## config.mk

```make
export PLATFORM = sky130hd
export DESIGN_NAME = i2c_register_access_master_top
export DESIGN_NICKNAME = d
export VERILOG_FILES = /design/src/design/i2cra_pkg.sv /design/src/design/i2c_register_access_master_top.sv
export SDC_FILE = /design/constraint.sdc
export NUM_CORES = 1
export LEC_CHECK = 0
export BUFFER_PORTS_ARGS = -buffer_cell sky130_fd_sc_hd__buf_4
export CAP_MARGIN = 5
export CELL_PAD_IN_SITES_DETAIL_PLACEMENT = 0
export CELL_PAD_IN_SITES_GLOBAL_PLACEMENT = 1
export CORE_ASPECT_RATIO = 1.1
export CORE_MARGIN = 2
export CORE_UTILIZATION = 49
export CTS_CLUSTER_SIZE = 30
export DETAILED_ROUTE_END_ITERATION = 7
export GPL_TIMING_DRIVEN = 0
export HOLD_SLACK_MARGIN = 0.12
export PLACE_DENSITY_LB_ADDON = 0.2
export SYNTH_ARGS = -nofsm -noshare
export SYNTH_HDL_FRONTEND = slang
export SYNTH_SLANG_ARGS = --single-unit
```

## constraint.sdc

```tcl
create_clock -name i_clk -period 11.04 [get_ports i_clk]
set_input_delay 1.104 -clock i_clk [delete_from_list [all_inputs] [get_ports i_clk]]
set_output_delay 1.104 -clock i_clk [all_outputs]
set_load 0.01 [all_outputs]
```

## src/design/i2cra_pkg.sv

```systemverilog
`timescale 1ns / 1ps

package i2cra_pkg;

    // Bus operations that a transaction script is built from.
    typedef enum logic [3:0] {
        OP_END   = 4'd0,
        OP_START = 4'd1,
        OP_STOP  = 4'd2,
        OP_NACK  = 4'd3,
        OP_RD    = 4'd4,
        OP_WDEVW = 4'd5,
        OP_WDEVR = 4'd6,
        OP_WAH   = 4'd7,
        OP_WAL   = 4'd8,
        OP_WDH   = 4'd9,
        OP_WDL   = 4'd10
    } t_op;

    // Configuration register indexes.
    typedef enum logic {
        CFG_DEVICE_ADDR = 1'b0,
        CFG_DELAY_TICKS = 1'b1
    } t_cfg_idx;

    localparam int unsigned SCRIPT_LEN  = 25;
    localparam int unsigned PHASE_W     = $clog2(SCRIPT_LEN);
    localparam logic [PHASE_W-1:0] WRITE_ENTRY = PHASE_W'(1);
    localparam logic [PHASE_W-1:0] READ_ENTRY  = PHASE_W'(9);

    localparam logic [6:0]  DEVICE_ADDR_RST = 7'h10;
    localparam logic [15:0] DELAY_TICKS_RST = 16'd100;

    // Pin vector: bit 0 SCL, bit 1 SDA, bit 2 SDA output enable.
    typedef logic [2:0] t_pins;
    localparam t_pins PINS_RST = 3'b011;

    // Transaction script. Phase 0 is idle; the write script starts at phase 1 and
    // the read script at phase 9.
    function automatic t_op f_script(input logic [PHASE_W-1:0] phase);
        t_op op;
        case (phase)
            5'd1, 5'd9, 5'd14, 5'd19:  op = OP_START;
            5'd2, 5'd10:               op = OP_WDEVW;
            5'd3, 5'd11:               op = OP_WAH;
            5'd4, 5'd12:               op = OP_WAL;
            5'd5:                      op = OP_WDH;
            5'd6:                      op = OP_WDL;
            5'd7, 5'd13, 5'd18, 5'd23: op = OP_STOP;
            5'd15, 5'd20:              op = OP_WDEVR;
            5'd16, 5'd21:              op = OP_RD;
            5'd17, 5'd22:              op = OP_NACK;
            default:                   op = OP_END;
        endcase
        return op;
    endfunction

endpackage

```

## src/design/i2c_register_access_master_top.sv

```systemverilog
`timescale 1ns / 1ps

// Channel      Dir  Fields (lowest bit first)
// s_axis       in   tdata: start_req, reg_addr, wr_data, sda_line; tuser: req_type
// m_axis       out  tdata: scl_out, sda_out, sda_oe, busy_res, done_res, rd_data, ack_error
// cfg          in   i_cfg_idx 0: device_addr, 1: delay_ticks (write only)
//
// Every item is one bus tick and yields one registered result item in the cycle after it is taken.
// A new item is taken every cycle while the result register is empty or being drained;
// the rate is set by the single combinational tick update between the state registers
// and the result register. Reset (synchronous, active low) returns the bus state to idle
// with SCL high and SDA released, and the configuration to address 0x10, 100 ticks.
// A stalled output holds its result and blocks further input until it is taken.

module i2c_register_access_master_top (
    input  logic        i_clk,
    input  logic        i_rst_n,
    // Input items.
    input  logic        s_axis_tvalid,
    output logic        s_axis_tready,
    input  logic [39:0] s_axis_tdata,  // start_req, reg_addr[15:0], wr_data[15:0], sda_line
    input  logic        s_axis_tuser,  // req_type
    // Result items.
    output logic        m_axis_tvalid,
    input  logic        m_axis_tready,
    output logic [23:0] m_axis_tdata,  // scl_out, sda_out, sda_oe, busy_res, done_res,
                                       // rd_data[15:0], ack_error
    // Configuration writes.
    input  logic        i_cfg_we,
    input  logic        i_cfg_idx,
    input  logic [15:0] i_cfg_data
);
    import i2cra_pkg::*;

    // Configuration registers.
    logic [6:0]  r_device_addr;
    logic [15:0] r_delay_ticks;

    // Bus state.
    logic [PHASE_W-1:0] r_phase,       n_phase;
    logic [3:0]         r_bit_count,   n_bit_count;
    logic               r_byte_odd,    n_byte_odd;
    logic [7:0]         r_shift_byte,  n_shift_byte;
    logic [15:0]        r_delay_count, n_delay_count;
    logic [15:0]        r_latched_addr, n_latched_addr;
    logic [15:0]        r_latched_data, n_latched_data;
    logic [15:0]        r_read_result, n_read_result;
    logic               r_error_flag,  n_error_flag;
    t_pins              r_pins,        n_pins;

    // Result register.
    logic        r_out_valid;
    logic [21:0] r_out_data, n_out_data;

    logic        w_accept;
    logic [15:0] w_delay_eff;

    // Input field views.
    logic        w_start_req;
    logic        w_req_type;
    logic [15:0] w_reg_addr;
    logic [15:0] w_wr_data;
    logic        w_sda_line;

    assign w_start_req = s_axis_tdata[0];
    assign w_reg_addr  = s_axis_tdata[16:1];
    assign w_wr_data   = s_axis_tdata[32:17];
    assign w_sda_line  = s_axis_tdata[33];
    assign w_req_type  = s_axis_tuser;

    assign s_axis_tready = !r_out_valid || m_axis_tready;
    assign w_accept      = s_axis_tvalid && s_axis_tready;
    assign m_axis_tvalid = r_out_valid;
    assign m_axis_tdata  = {2'b00, r_out_data};

    // A segment length of zero behaves as one tick.
    assign w_delay_eff = (r_delay_ticks == 16'd0) ? 16'd1 : r_delay_ticks;

    // Byte that an operation shifts out when it begins; control operations keep
    // whatever is in the shift register.
    function automatic logic [7:0] f_load(input t_op op, input logic [6:0] dev,
                                          input logic [15:0] addr, input logic [15:0] data,
                                          input logic [7:0] cur);
        logic [7:0] b;
        case (op)
            OP_WDEVW: b = {dev, 1'b0};
            OP_WDEVR: b = {dev, 1'b1};
            OP_WAH:   b = addr[15:8];
            OP_WAL:   b = addr[7:0];
            OP_WDH:   b = data[15:8];
            OP_WDL:   b = data[7:0];
            OP_RD:    b = 8'h00;
            default:  b = cur;
        endcase
        return b;
    endfunction

    // Pin levels of the segment selected by operation, step and clock half.
    function automatic t_pins f_pins(input t_op op, input logic [3:0] bc, input logic half,
                                     input logic [7:0] sb);
        t_pins p;
        case (op)
            OP_START: p = (bc == 4'd0) ? 3'b111 : 3'b101;
            OP_STOP: begin
                if (bc == 4'd0)      p = 3'b100;
                else if (bc == 4'd1) p = 3'b101;
                else                 p = 3'b111;
            end
            OP_NACK: begin
                if (bc == 4'd0)      p = 3'b110;
                else if (bc == 4'd1) p = 3'b111;
                else if (bc == 4'd2) p = 3'b110;
                else                 p = 3'b100;
            end
            OP_RD: p = {2'b01, half};
            default: begin
                if (bc < 4'd8) p = {1'b1, sb[~bc[2:0]], half};
                else           p = {2'b01, half};
            end
        endcase
        return p;
    endfunction

    // One bus tick: optional start of a transaction, then the segment countdown and,
    // on the last tick of a segment, the step to the next segment or operation.
    always_comb begin
        t_op    v_op;
        t_pins  v_out_pins;
        logic   v_busy;
        logic   v_done;
        logic   v_next;
        logic [3:0] v_limit;

        n_phase        = r_phase;
        n_bit_count    = r_bit_count;
        n_byte_odd     = r_byte_odd;
        n_shift_byte   = r_shift_byte;
        n_delay_count  = r_delay_count;
        n_latched_addr = r_latched_addr;
        n_latched_data = r_latched_data;
        n_read_result  = r_read_result;
        n_error_flag   = r_error_flag;
        n_pins         = r_pins;
        v_op           = OP_END;
        v_busy         = 1'b0;
        v_done         = 1'b0;
        v_next         = 1'b0;
        v_limit        = 4'd4;

        if (r_phase == '0 && w_start_req) begin
            n_latched_addr = w_reg_addr;
            n_latched_data = w_wr_data;
            n_error_flag   = 1'b0;
            n_byte_odd     = 1'b0;
            n_phase        = w_req_type ? READ_ENTRY : WRITE_ENTRY;
            n_bit_count    = 4'd0;
            v_op           = f_script(n_phase);
            n_shift_byte   = f_load(v_op, r_device_addr, w_reg_addr, w_wr_data,
                                    r_shift_byte);
            n_pins         = f_pins(v_op, 4'd0, 1'b0, n_shift_byte);
            n_delay_count  = w_delay_eff;
        end

        // The result shows the pins as they stand at the start of this tick.
        v_out_pins = n_pins;

        if (n_phase != '0) begin
            v_busy = 1'b1;
            if (n_delay_count > 16'd1) begin
                n_delay_count = n_delay_count - 16'd1;
            end else begin
                v_op = f_script(n_phase);
                if (v_op == OP_RD || v_op >= OP_WDEVW) begin
                    if (!n_pins[0]) begin
                        // Low half done: raise SCL on the same bit.
                        n_pins        = f_pins(v_op, n_bit_count, 1'b1, n_shift_byte);
                        n_delay_count = w_delay_eff;
                    end else if (v_op == OP_RD) begin
                        n_shift_byte = {n_shift_byte[6:0], w_sda_line};
                        if (n_bit_count >= 4'd7) begin
                            if (!n_byte_odd) n_read_result[15:8] = n_shift_byte;
                            else             n_read_result[7:0]  = n_shift_byte;
                            n_byte_odd = !n_byte_odd;
                            v_next     = 1'b1;
                        end else begin
                            n_bit_count   = n_bit_count + 4'd1;
                            n_pins        = f_pins(v_op, n_bit_count, 1'b0, n_shift_byte);
                            n_delay_count = w_delay_eff;
                        end
                    end else if (n_bit_count >= 4'd8) begin
                        // Acknowledge slot of a written byte.
                        n_error_flag = n_error_flag | w_sda_line;
                        v_next       = 1'b1;
                    end else begin
                        n_bit_count   = n_bit_count + 4'd1;
                        n_pins        = f_pins(v_op, n_bit_count, 1'b0, n_shift_byte);
                        n_delay_count = w_delay_eff;
                    end
                end else begin
                    if (v_op == OP_START)     v_limit = 4'd2;
                    else if (v_op == OP_STOP) v_limit = 4'd3;
                    else                      v_limit = 4'd4;
                    n_bit_count = n_bit_count + 4'd1;
                    if (n_bit_count < v_limit) begin
                        n_pins        = f_pins(v_op, n_bit_count, 1'b0, n_shift_byte);
                        n_delay_count = w_delay_eff;
                    end else begin
                        v_next = 1'b1;
                    end
                end

                if (v_next) begin
                    n_phase     = n_phase + PHASE_W'(1);
                    n_bit_count = 4'd0;
                    v_op        = f_script(n_phase);
                    if (v_op == OP_END) begin
                        // End of script: back to idle, pins keep their levels.
                        n_phase = '0;
                        v_done  = 1'b1;
                    end else begin
                        n_shift_byte  = f_load(v_op, r_device_addr, n_latched_addr,
                                               n_latched_data, n_shift_byte);
                        n_pins        = f_pins(v_op, 4'd0, 1'b0, n_shift_byte);
                        n_delay_count = w_delay_eff;
                    end
                end
            end
        end

        n_out_data = {n_error_flag, n_read_result, v_done, v_busy, v_out_pins[2],
                      (v_out_pins[2] ? v_out_pins[1] : 1'b1), v_out_pins[0]};
    end

    always_ff @(posedge i_clk) begin
        if (!i_rst_n) begin
            r_device_addr <= DEVICE_ADDR_RST;
            r_delay_ticks <= DELAY_TICKS_RST;
        end else if (i_cfg_we) begin
            unique case (t_cfg_idx'(i_cfg_idx))
                CFG_DEVICE_ADDR: r_device_addr <= i_cfg_data[6:0];
                CFG_DELAY_TICKS: r_delay_ticks <= i_cfg_data;
                default: ;
            endcase
        end
    end

    always_ff @(posedge i_clk) begin
        if (!i_rst_n) begin
            r_phase       <= '0;
            r_bit_count   <= 4'd0;
            r_byte_odd    <= 1'b0;
            r_shift_byte  <= 8'h00;
            r_delay_count <= 16'd0;
            r_read_result <= 16'd0;
            r_error_flag  <= 1'b0;
            r_pins        <= PINS_RST;
            r_out_valid   <= 1'b0;
        end else begin
            if (w_accept) begin
                r_phase       <= n_phase;
                r_bit_count   <= n_bit_count;
                r_byte_odd    <= n_byte_odd;
                r_shift_byte  <= n_shift_byte;
                r_delay_count <= n_delay_count;
                r_read_result <= n_read_result;
                r_error_flag  <= n_error_flag;
                r_pins        <= n_pins;
                r_out_valid   <= 1'b1;
            end else if (m_axis_tready) begin
                r_out_valid <= 1'b0;
            end
        end
    end

    // Payload registers.
    always_ff @(posedge i_clk) begin
        if (w_accept) begin
            r_latched_addr <= n_latched_addr;
            r_latched_data <= n_latched_data;
            r_out_data     <= n_out_data;
        end
    end

endmodule
```

==> impl_results.md, run 1 <==
* Fillers at 1720
* Mapped Cells at between 1000 and 1500
* Power Dens Cells at about 140 nW/um^2
* CTS max path bufs at 2
* DR vias at slightly above 9000
* Die width at 132.3 um
* Worst-Skew Late Latency at between 400 and 500 ps
* Postcts setup bufs at 0
* DRC at 0
* Worst reg2reg endpoint: r_delay_count[5]
* Die footprint at around 19000 um^2
* Register area at roughly 3200 um^2
* DRT Pass-1 Iters at 8
* P_leak at 3.937 nW
* CTS Hold Buffers Added at 0
* Final worst setup slack at approximately 4000 ps
* Global route overflow at 0
* Root Driver: clkbuf_16
* #FFs+latches synth at around 130
* Max Slew Vio Count at 0
* I/O pins at 89
* Cts bufs inserted at 17
* CP Max Fanout at 10
* Startpoint types: input port
* Register area share after synthesis at a little over a third
* Antenna violations before repair at 0
* Starting Density at between 40% and 50%
* Status: completed
* Worst reg2reg startpoint: r_phase[3]
* HPWL Detailed at approximately 24000 um
* ANT cells at 0
* Crit path kind: input port to register
* CTS clock-pin slew for the worst setup and hold paths at 60 ps
* Final period util at 63.36%
* Pre-CTS setup slack at 3768 ps
* Multi-input logic area at 5313 um^2
* Area Growth Syn to Fin at 17.06%
* EDFF count, synth at 54
* Post-CTS Resized at 0
* Core area at between 15000 and 20000 um^2
* Tot GR Track Use at between 30% and 40%
* DR WL/cell at approximately 22 um
* Min-delay src: r_error_flag
* Finished Cell Area at 10380 um^2
* Via/cell ratio at around 6.4
* Cell Count, Final, Fillers Out at ~1400
* Final Setup Violations at 0
* Maximum vdd drop at about 0.11 mV
* Worst slew pin tran at between 1000 and 1500 ps
* Row cnt at 51
* Final nets at approximately 1300
* TNS Setup at 0 ps
* Avg Cell Area, Syn at 8.202 um^2
* Synth unique cells at about 90
* H-tree depth at 4
* Post-synth top flop: dfxtp_1
* Die H at 145.1 um
* WL final at approximately 32000 um
* Clk sink count at roughly 130
* Max_slew headroom at 29.36%
* Largest net degree at the start of global routing at 64
* Worst hold path depth at 2
* Clock Skews at roughly 13 ps
* Final hold vios at 0
* Placed Cells at 1400
* Hold path endpoint: r_error_flag
* TritonCTS clock tree: built
* Min Hold Slack at 495.4 ps
* First-pass GRT wire length at 49580 um
* Vias in the first global route at ~8600
* Final min period at about 7000 ps
* Total Power at 1.445 mW
* Post-layout util at approximately three fifths
* Crit path capture type: register
* Worst EP required at 11390 ps
* Mapped cell area at 8866 um^2
* Routability cong. at just over 1
* Fraction of layout cells with a size suffix above 1 at between 10% and 20%
* R2R setup slack at between 4000 and 5000 ps
* Synth Warn # at 0
* Crit path arrival time at roughly 7300 ps
* Initial DRC count at between 1000 and 1500
* RSZ-0062 raised after global routing: no
* Placed instance area at 9772 um^2
* Max Cap Viol at 0
* PortBufs at 80
* Hold crit path type: register to register
* Top achievable clock speed at about 140 MHz
* Worst Reg-to-Reg Cells at 21
* Antenna Nets Post-Route at 0
* Post-synth ARST share at 0%
[worst max-delay path, cell delays in order]
cell      delay [ps]
buf_4            140
or4b_2           620
o21bai_1         410
inv_1            190
ha_1             240
nand2b_1          70
a21oi_1          120
or2_2            320
nor2_1           620
clkbuf_1         480
and2_1           230
inv_1             50
ha_1             180
or3_1            320
a211o_1          290
o41a_1           400
nand3_1          340
nand3_1          460
nand2_1          380
a21boi_1         120
a221oi_2         230
[placed cells by master, fill, tap and decap left out, types with 15 or more instances in the layout]
master / netlist / routed
nand3_1: 33 / 33
and3_1: 16 / 16
o22ai_1: 19 / 19
nor3_1: 30 / 30
o21ai_0: 55 / 55
clkbuf_16: 0 / 18
dfxtp_1: 78 / 78
a31oi_1: 16 / 16
a21oi_1: 52 / 52
buf_4: 2 / 82
edfxtp_1: 54 / 54
mux2i_1: 37 / 37
nor2_1: 55 / 55
nand2_1: 223 / 223
o211ai_1: 15 / 15
nor2b_1: 23 / 23
clkbuf_1: 42 / 41
inv_1: 27 / 27
o21a_1: 17 / 17
mux2_2: 18 / 18
a21boi_0: 28 / 28
[cell type report]
| class | count | share of cell area, % |
|---|---|---|
| flip-flops and latches | 132 | 30.67 |
| well taps | 238 | 2.869 |
| clock inverters | 14 | 1.507 |
| clock buffers | 18 | 4.340 |
| repair buffers | 80 | 5.787 |
| multi-input cells | 858 | 51.19 |
| inverters | 28 | 1.013 |
| plain buffers | 64 | 2.628 |
[state kept, by name, summed over array words and instances, names as in the netlist, 3 cells and up]
register / flops
r_phase: 5
r_delay_ticks: 16
r_latched_data: 16
r_pins: 3
r_device_addr: 7
r_shift_byte: 8
r_read_result: 16
r_bit_count: 4
r_latched_addr: 16
r_out_data: 22
r_delay_count: 16
[cells by family after synthesis]
logic type	count (synthesis)	share of synthesized area, %
flip-flops	132	35.90
AO/OA/AOI/OAI	320	25.66
AND/OR/NAND/NOR	461	24.77
adder cells (fa/ha/maj)	12	1.693
multiplexers	58	7.225
buffers and inverters	92	4.219
other	1	0.04230
XOR/XNOR	5	0.4940
[cells in the mapped netlist, types with 11 or more instances]
master    instances  area share [%]
a21boi_0         28             2.4
a21oi_1          52             2.9
a31oi_1          16             1.1
and3_1           16             1.1
buf_2            11            0.62
clkbuf_1         42             1.8
dfxtp_1          78              18
edfxtp_1         54              18
ha_1             12             1.7
inv_1            27             1.1
mux2_2           18             2.3
mux2i_1          37             4.2
nand2_1         223             9.4
nand2b_1         14            0.99
nand3_1          33             1.9
nor2_1           55             2.3
nor2b_1          23             1.6
nor3_1           30             1.7
o211ai_1         15             1.3
o21a_1           17             1.4
o21ai_0          55             3.1
o221ai_1         14             1.4
o22ai_1          19             1.3
[worst max-delay path by stage]
stage / to / slack, ps / depth (start not counted) / from
2_1_floorplan: r_delay_count[5] / 5120 / 21 / s_axis_tdata[0]
3_3_place_gp: r_delay_count[8] / 3680 / 22 / s_axis_tdata[0]
3_5_place_dp: r_delay_count[5] / 3770 / 22 / s_axis_tdata[0]
4_1_cts: r_delay_count[5] / 4210 / 22 / s_axis_tdata[0]
5_1_grt: r_delay_count[5] / 3840 / 22 / s_axis_tdata[0]
6_report: r_delay_count[5] / 4050 / 21 / s_axis_tdata[0]
[power by group]
part           switching [mW]  leakage (nW)  internal (mW)
clock                   0.262         0.293          0.315
sequential             0.0231          1.16          0.540
combinational           0.199          2.48          0.105
[metal layers]
layer	track usage, %	routed length, um	share of wire, %
met5	0	0	0
met3	5.556	3122	9.8
met4	17.47	1634	5.1
met2	50.34	13980	44
met1	45.28	13280	41
(Power assumes the default switching activity.)
==> run 2: changes to the inputs <==
Settings changed: CORE_UTILIZATION 49 to 45.
Clock period 11.04 ns to 6.9 ns, I/O delays scaled along.
==> run 2 against run 1 <==
Net effect:
- final cell count up 0.63%
- sequential power up 60%
- die area up 8.6%
- core utilization down 4.5 points
- final area unchanged
- count of clock-buffer cells in the layout down 1
- non-clock buffer count unchanged
- sequential share of layout area unchanged
- routed wire length up 1.3%
- global-route usage down 1.5 points
- setup slack worse by 3700 ps
- critical path type is now register to register
==> impl_results.md, run 2 (synthesized netlist as in run 1, its figures left out) <==
* Clock Skews at 8.862 ps (-4.201 ps)
* Total Power at 2.308 mW (+60%)
* Final period util at a little over nine tenths
* Min Hold Slack at 486.0 ps (-9.440 ps)
* Die H at 151.2 um (+4.2%)
* Switching share of power at 32.98% (-0.53 points)
* Crit path kind: register to register
* CP Buf/Inv Count at 2 (-2)
* Hold crit path type: register to register
* Max Slew Vio Count at 0 (unchanged)
* Global route overflow at 0 (unchanged)
* TritonCTS clock tree: built
* Critical-path cell list: clkbuf_1 > or4b_2 > o21bai_1 > inv_1 > ha_1 > or2_2 > a31oi_2 > a21oi_1 > xor2_1 > and2_1 > ha_1 > or3_1 > a211o_1 > o41a_1 > nand3_1 > nand3_1 > nand2_1 > a21boi_1 > a221oi_2
* Final Setup Violations at 0 (unchanged)
* Crit path arrival time at 6880 ps (-460 ps)
* Slowest cell delay on critical path at 690 ps (+70 ps)
* Clk sink count at 132 (unchanged)
* Final min period at around 6500 ps
* Die width at 137.8 um (+4.2%)
* Area Growth Syn to Fin at 17.06% (unchanged)
* Antenna violations before repair at 0 (unchanged)
* P_leak at 3.937 nW (about the same)
* PortBufs at 80 (unchanged)
* Finished Cell Area at 10380 um^2 (unchanged)
* Cell Count, Final, Fillers Out at 1441 (+0.63%)
* Final worst setup slack at 371.1 ps (-3674 ps)
* Commonest non-fill, non-tap cell in the layout: nand2_1
* Commonest non-fill, non-tap cells in the layout: nand2_1 (223), buf_4 (82), dfxtp_1 (78)
* CTS clock-pin slew for the worst setup and hold paths at 60 ps (about the same)
* Worst EP required at 7250 ps (-4140 ps)
* Worst slew pin tran at 1047 ps (-2.689 ps)
* Clock power frac at 39.8% (about the same)
* Power Dens Cells at 222.3 nW/um^2 (+60%)
* I/O pins at 89 (unchanged)
* Worst-Skew Late Latency at 430 ps (about the same)
* Startpoint types: register
* DRC at 0 (unchanged)
* Max_slew headroom at 29.54% (+0.18 points)
* HPWL Detailed at 24000 um (+1.6%)
* Initial DRC count at 1055 (-12%)
* ANT cells at 0 (unchanged)
* Largest net degree at the start of global routing at 64 (unchanged)
* First-pass GRT wire length at 49290 um (-0.58%)
* RSZ-0062 raised after global routing: no
* Antenna Nets Post-Route at 0 (unchanged)
* Placed Cells at 1409 (+0.64%)
* Cell family with the largest share of critical-path delay: simple AND/OR/NAND/NOR gates
* Starting Density at 46.10% (-3.9 points)
* DR vias at 8988 (-2.6%)
* Tot GR Track Use at 31.68% (-1.5 points)
* Maximum vdd drop at 0.1924 mV (+77%)
* CTS max path bufs at 2 (unchanged)
* Max Cap Viol at 0 (unchanged)
* Pre-CTS setup slack at -89.77 ps (-3858 ps)
* Max reg flops at 22 (unchanged)
* Root Driver: clkbuf_16
* Fraction of layout cells with a size suffix above 1 at 15.49% (+0.25 points)
* Placed instance area at 9783 um^2 (+0.12%)
* DRT Pass-1 Iters at 6 (-2)
* NetSw at 0.7610 mW (+57%)
* Share of power burned in registers at 39.0% (about the same)
* Cts bufs inserted at 17 (unchanged)
* Routability cong. at 1.001 (-0.71%)
* TNS Setup at 0 ps (unchanged)
* Via/cell ratio at 6.237 (-3.2%)
* Die footprint at 20840 um^2 (+8.6%)
* Comb power frac at 21.2% (about the same)
* WL final at 32440 um (+1.3%)
* CP Max Fanout at 10 (unchanged)
* DR WL/cell at 22.51 um (+0.70%)
* H-tree depth at 4 (unchanged)
* Vias in the first global route at 8229 (-4.7%)
* Internal power at 1.547 mW (+61%)
* Critical-path top delay cell: or4b_2
* Top reg by flops: r_out_data
* Crit path capture type: register
* Status: completed
* Core area at 19230 um^2 (+8.4%)
* Row cnt at 53 (+3.9%)
* Top achievable clock speed at 153.2 MHz
* Fillers at 1913 (+11%)
* Final nets at 1256 (unchanged)
* Final hold vios at 0 (unchanged)
* Post-layout util at 53.97% (-4.5 points)
-- run 2: cell count changes in the layout (fill, tap and decap cells not counted), sizes merged --
| cell | before | now |
|---|---|---|
| clkinv | 6 | 3 |
| clkbuf | 60 | 59 |
| bufinv | 0 | 1 |
| inv | 35 | 38 |
-- run 2: final timing paths --
check                from  cells after the start                to  slack, ps
min reg2reg  r_error_flag                      2      r_error_flag        490
min          r_error_flag                      2      r_error_flag        490
max reg2reg    r_phase[3]                     19  r_delay_count[5]        370
max            r_phase[3]                     19  r_delay_count[5]        370
-- run 2: what timing repair did --
item	CTS	global route
hold buffers	0	0
buffers inserted	0	0
gates resized for setup	0	4
endpoints found under the setup margin	0	31
-- run 2: area by class of cell --
type                       count  area, um^2  area share [%]
clock inverter                15       160.2           1.543
tap                          247       309.0           2.978
buffer                        64       274.0           2.640
clock buffer                  17       425.4           4.099
timing repair buffer          80       600.6           5.787
multi-input combinational    858        5321           51.27
inverter                      28       105.1           1.013
sequential                   132        3183           30.67
-- run 2: worst register-to-register path, cell delays in order, from the launching register on --
cell and delay [ps]:
dfxtp_1 330, clkbuf_1 220, or4b_2 690, o21bai_1 470, inv_1 190, ha_1 450, or2_2 330, a31oi_2 360
a21oi_1 210, xor2_1 210, and2_1 190, ha_1 210, or3_1 390, a211o_1 310, o41a_1 390, nand3_1 360
nand3_1 460, nand2_1 370, a21boi_1 120, a221oi_2 210
-- run 2: power groups by stage --
stage / registers (mW) / clock network [mW] / logic, mW
after floorplan: 0.907 / 0 / 0.310
after global placement: 0.917 / 0 / 0.473
after detailed placement: 0.916 / 0 / 0.474
after CTS: 0.899 / 0.925 / 0.476
after global routing: 0.905 / 0.968 / 0.524
final: 0.901 / 0.918 / 0.488
-- run 2: routing by layer --
metal,track usage (%),share of wire [%]
met1,43.07,43
met2,49.78,45
met3,5.890,8.9
met4,12.50,3.6
met5,0,0
